$ cat config.mk
export PLATFORM = sky130hd
export DESIGN_NAME = wta_front
export DESIGN_NICKNAME = d
export VERILOG_FILES = /design/src/design/wta_pkg.sv /design/src/design/wta_front.sv
export SDC_FILE = /design/constraint.sdc
export NUM_CORES = 1
export LEC_CHECK = 0
export BUFFER_PORTS_ARGS = -buffer_cell sky130_fd_sc_hd__buf_4
export CAP_MARGIN = 25
export CORE_ASPECT_RATIO = 1.5
export CORE_MARGIN = 2
export CORE_UTILIZATION = 54
export DETAILED_ROUTE_END_ITERATION = 8
export PLACE_DENSITY = 0.82
export SYNTH_ARGS = -nofsm -noshare
export SYNTH_HDL_FRONTEND = slang
export SYNTH_SLANG_ARGS = --single-unit
$ cat constraint.sdc
create_clock -name clk_i -period 4.9 [get_ports clk_i]
set_clock_uncertainty 0.15 [all_clocks]
set_input_delay 0.245 -clock clk_i [delete_from_list [all_inputs] [get_ports clk_i]]
set_output_delay 0.245 -clock clk_i [all_outputs]
set_load 0.05 [all_outputs]
$ cat src/design/wta_pkg.sv
// Types and constants shared by the route exclusion grid modules.
`default_nettype none

package wta_pkg;

  // Widest city or group index the block supports.
  localparam int unsigned IdxW = 6;

  // Configuration register indexes.
  localparam logic [1:0] RegNumCities = 2'd0;
  localparam logic [1:0] RegIsoEnable = 2'd1;
  localparam logic [1:0] RegWindowEnd = 2'd2;

  // Reset value of the city count register.
  localparam logic [5:0] NumCitiesRst = 6'd26;

  // Window length in time LSBs (1.0 in 22.10 fixed point).
  localparam logic [32:0] WindowLen = 33'd1024;

  typedef enum logic [1:0] {
    KIND_SPIKE  = 2'd0,
    KIND_REFR   = 2'd1,
    KIND_MARK   = 2'd2,
    KIND_OTHER  = 2'd3
  } kind_e;

  typedef enum logic [1:0] {
    ST_CLEARED = 2'd0,
    ST_GRANTED = 2'd1,
    ST_BLOCKED = 2'd2,
    ST_NONE    = 2'd3
  } status_e;

  // Classified event handed from the front to the back.
  typedef struct packed {
    kind_e            kind;
    logic             grp_ok;
    logic [IdxW-1:0]  grp;
    logic [IdxW-1:0]  city;
    logic             in_win;
  } cmd_t;

  // Back status seen by the front.
  typedef struct packed {
    logic clear_busy;
  } back_stat_t;

endpackage

`default_nettype wire

$ cat src/design/wta_front.sv
// Front end: accepts events, splits the flat index and checks the window.
`default_nettype none

module wta_front #(
  parameter int unsigned MAX_CITIES = 32
) (
  input  wire                                   clk_i,
  input  wire                                   rst_ni,
  input  wire                                   push,
  output logic                                  full,
  input  wire  [1:0]                            kind_i,
  input  wire  [9:0]                            neuron_index_i,
  input  wire  [31:0]                           event_time_i,
  input  wire  [$clog2(MAX_CITIES+1)-1:0]       n_i,
  input  wire  [31:0]                           win_end_i,
  input  wta_pkg::back_stat_t                   stat_i,
  input  wire                                   q_full_i,
  output wta_pkg::cmd_t                         cmd_o,
  output logic                                  cmd_valid_o
);

  localparam int unsigned NW = $clog2(MAX_CITIES + 1);

  typedef enum logic [1:0] {
    F_IDLE,
    F_DIV,
    F_PUSH
  } fstate_e;

  fstate_e           state_q;
  logic [NW:0]       rem_q, rem_d;
  logic [9:0]        num_q, num_d;
  logic [9:0]        quo_q, quo_d;
  logic [2:0]        step_q;
  logic [1:0]        kind_q;
  logic              win_q;
  logic              accept;
  logic              win_d;

  assign full   = (state_q != F_IDLE) || stat_i.clear_busy;
  assign accept = push && !full;

  // Window check: event_time + 1.0 > window_end and event_time < window_end.
  assign win_d = (({1'b0, event_time_i} + wta_pkg::WindowLen) > {1'b0, win_end_i}) &&
                 (event_time_i < win_end_i);

  // Two restoring division steps per cycle.
  always_comb begin
    logic [NW:0] r;
    logic [9:0]  d;
    logic [9:0]  q;
    r = rem_q;
    d = num_q;
    q = quo_q;
    for (int k = 0; k < 2; k++) begin
      r = {r[NW-1:0], d[9]};
      d = {d[8:0], 1'b0};
      if (r >= {1'b0, n_i}) begin
        r = r - {1'b0, n_i};
        q = {q[8:0], 1'b1};
      end else begin
        q = {q[8:0], 1'b0};
      end
    end
    rem_d = r;
    num_d = d;
    quo_d = q;
  end

  // Sequencer of the divider and the queue write.
  always_ff @(posedge clk_i or negedge rst_ni) begin
    if (!rst_ni) begin
      state_q <= F_IDLE;
      step_q  <= '0;
    end else begin
      unique case (state_q)
        F_IDLE: begin
          if (accept) begin
            state_q <= F_DIV;
            step_q  <= '0;
          end
        end
        F_DIV: begin
          step_q <= step_q + 3'd1;
          if (step_q == 3'd4) begin
            state_q <= F_PUSH;
          end
        end
        F_PUSH: begin
          if (!q_full_i) begin
            state_q <= F_IDLE;
          end
        end
        default: state_q <= F_IDLE;
      endcase
    end
  end

  // Payload registers.
  always_ff @(posedge clk_i) begin
    if (accept) begin
      rem_q  <= '0;
      num_q  <= neuron_index_i;
      quo_q  <= '0;
      kind_q <= kind_i;
      win_q  <= win_d;
    end else if (state_q == F_DIV) begin
      rem_q <= rem_d;
      num_q <= num_d;
      quo_q <= quo_d;
    end
  end

  // Classified command.
  assign cmd_valid_o   = (state_q == F_PUSH);
  assign cmd_o.kind    = wta_pkg::kind_e'(kind_q);
  assign cmd_o.grp_ok  = quo_q < 10'(n_i);
  assign cmd_o.grp     = quo_q[wta_pkg::IdxW-1:0];
  assign cmd_o.city    = wta_pkg::IdxW'(rem_q);
  assign cmd_o.in_win  = win_q;

endmodule

`default_nettype wire

==> impl_metrics.ini <==
[final_layout]
nets = 720
drive_gt1_frac = 0.242
n_antenna_cell = 0
final_cells = 636
synthToLayoutAreaGrowth_pct = 25.5

[clock_tree]
cts.htree.levels = 2
clockBufferDepth = 2
clock_latency_ps = 300
root_buffer = clkbuf_8
cts_inserted_buffers = 5
clock_sinks = 34
post_cts_resized = 0
path_clk_slew_ps = 80
cts_tree = built

[yosys]
syn_area_per_cell_um2 = 8.42
netlist_top_cells_count = 74 x ha_1, 55 x nand2_1, 48 x inv_1
synth.distinct_cells = 53
ys_ff_latch = 34
synthesis.area_um2 = 3830
async_reset_ff_frac = 0.147
synth_top_flop_cell = dfxtp_1
synth_warnings = 0
synth_area_leaders = ha_1 24%, edfxtp_1 10%, dfxtp_1 8.4%
yosys.area.top_type = ha_1
synth-edff-count = 13
synthCells = 455
synthesis.nets = 618
synth_seq_area_share = 0.218
synth.most_common_cell = ha_1
yosysTopAreaCellShare = 0.242

[floorplanning]
initial_utilization = 0.559
io_pins = 105
core_area_um2 = 6850
die_h_um = 107
die_area_um2 = 7800
die_x_um = 72.8
rows = 37

[outcome]
status = finished, final reports clean

[grt]
track_usage = 0.258
grt_pass1_vias = 3770
grt_max_degree = 26
grt_pass1_wl_um = 15800
grt.overflow.total = 0
antenna_found_initial = 0

[timing]
period_share = 0.808
setup_violations = 0
worst_slew_pin_slew_ps = 955
slew_headroom = 0.363
min_period_ps = 3960
whs_ps = 34.2
drv_slew = 0
hold_viol_final = 0
setup_tns_ps = 0
fin_ws_ps = 940
rsz0062_at_grt = false
fmax_mhz = 253

[pwr]
power_density_nw_per_um2 = 516
p_total_mw = 2.48
leakage_nw = 2.36
ir_worst_vdd_mv = 0.231

[setup_path]
worstPathRequired_ps = 4900
cp.arrival_ps = 3960
slowest_stage = dfxtp_1
start_kind = flop
crit_chain = ha_1 -> nor2b_2 -> o2111ai_2 -> nand3b_2 -> o31ai_4 -> mux2_2 -> ha_1 -> o21a_1 -> o21ai_0 -> a21oi_1 -> nor3_4 -> mux2i_1 -> a211oi_2
crit_path_max_fanout = 6
cp_common_cell = ha_1
path_class = reg2reg
cp-end-kind = flop
slowest_delay_ps = 440

[detailed_routing]
antenna_left = 0
vias_per_cell = 5.79
drt_wl_total_um = 9490
drtIter0Drc = 132
dr.pass1.iters = 4
vias = 3685
wl_per_cell_um = 14.9
drc = 0

[placement]
dp_slack_ps = 838
portBuffers = 104
hpwl_um = 8090
gp_congestion = 0.903
dp.cells = 625

[run]
max-cap-violations = 0

[hold_path]
hp-class = in2reg
-- final cells by class --
class / count / area, um^2
Sequential cell: 34 / 836
Inverter: 48 / 180
Tap cell: 78 / 97.6
Multi-Input combinational cell: 360 / 2740
Fill cell: 585 / 2040
Timing Repair Buffer: 108 / 818
Clock inverter: 3 / 68.8
Clock buffer: 5 / 68.8
-- stage by stage --
step / utilization / area [um^2]
final: 0.702 / 4810
after global routing: 0.702 / 4810
after CTS: 0.702 / 4810
after detailed placement: 0.677 / 4640
after global placement: 0.677 / 4640
after floorplan: - / 3830
-- power by group --
part | internal, mW | switching [mW] | leakage, nW | total [mW]
logic | 0.685 | 0.933 | 1.97 | 1.62
registers | 0.451 | 0.0980 | 0.324 | 0.549
clock network | 0.204 | 0.111 | 0.0683 | 0.315
total | 1.34 | 1.14 | 2.36 | 2.48
-- logic make-up (layout without fill, tap and decap cells) --
logic type | Yosys count | in the layout | share of synthesized area
XOR/XNOR | 27 | 27 | 0.0617
multiplexers | 17 | 17 | 0.0493
AND/OR/NAND/NOR | 151 | 151 | 0.197
flip-flops | 34 | 34 | 0.218
AO/OA/AOI/OAI | 89 | 89 | 0.155
buffers and inverters | 61 | 164 | 0.0666
adder cells (fa/ha/maj) | 76 | 76 | 0.252
-- repair_timing --
item / in CTS / in global routing
hold buffers: 3 / 0
endpoints found under the setup margin: 0 / 0
endpoints found under the hold margin: 7 / 0
setup buffers: 0 / 0
-- per-layer routing --
layer | part of all wire | routed length, um | vias to the layer above | track usage
met5 | 0 | 0 | - | 0
met4 | 0.045 | 430 | 0 | 0.146
met3 | 0.037 | 348 | 31 | 0.0348
met2 | 0.56 | 5290 | 112 | 0.502
met1 | 0.36 | 3420 | 1714 | 0.246
li1 | - | - | 1828 | -
-- flip-flops by register name, summed over array words and instances (netlist names) --
signal and cells:
step_q 3, state_q 2, quo_q 10, kind_q 2, win_q 1, num_q 10
rem_q 6
-- critical path, delay by kind of cell, from the launching register on --
kind / cells / cell delay, ps
AO/OA/AOI/OAI: 6 / 1240
AND/OR/NAND/NOR: 3 / 680
flip-flops: 1 / 440
multiplexers: 2 / 660
adder cells (fa/ha/maj): 2 / 610
-- placed cells by master, fill, tap and decap left out, types with 2 or more instances in the layout --
cell type / count
dfxtp_1: 16
dlygate4sd3_1: 3
nor4_1: 4
nor3_4: 2
nor3_1: 5
inv_1: 48
o211ai_1: 5
nor2_1: 27
xnor2_1: 17
nand2b_1: 4
clkbuf_8: 5
nand2_1: 55
o21a_1: 2
nand3_1: 13
nand4_1: 16
a211oi_1: 6
or3_1: 2
a22o_1: 2
mux2i_1: 5
buf_4: 105
xor2_1: 10
fa_1: 2
dfrtp_1: 5
edfxtp_1: 13
mux2_2: 11
or2_1: 2
bufinv_16: 2
nor2b_1: 6
and3_1: 4
a21o_1: 5
and4_1: 3
a31oi_1: 2
o21ai_1: 3
a221oi_1: 2
a21oi_1: 25
o21ai_0: 27
ha_1: 74
and2_1: 2
-- path summary, 6_finish.rpt --
| check | from | to | slack [ps] | depth (start not counted) |
|---|---|---|---|---|
| setup / recovery | rem_q[0] | rem_q[4] | 940 | 13 |
| hold reg to reg | quo_q[9] | quo_q[9] | 320 | 2 |
| min in group asynchronous | rst_ni | state_q[1] | 140 | 2 |
| setup reg to reg | rem_q[0] | rem_q[4] | 940 | 13 |
| hold / removal | q_full_i | state_q[1] | 30 | 3 |
| max in group asynchronous | rst_ni | state_q[0] | 4350 | 2 |
Power figures use the tool's default switching activity.
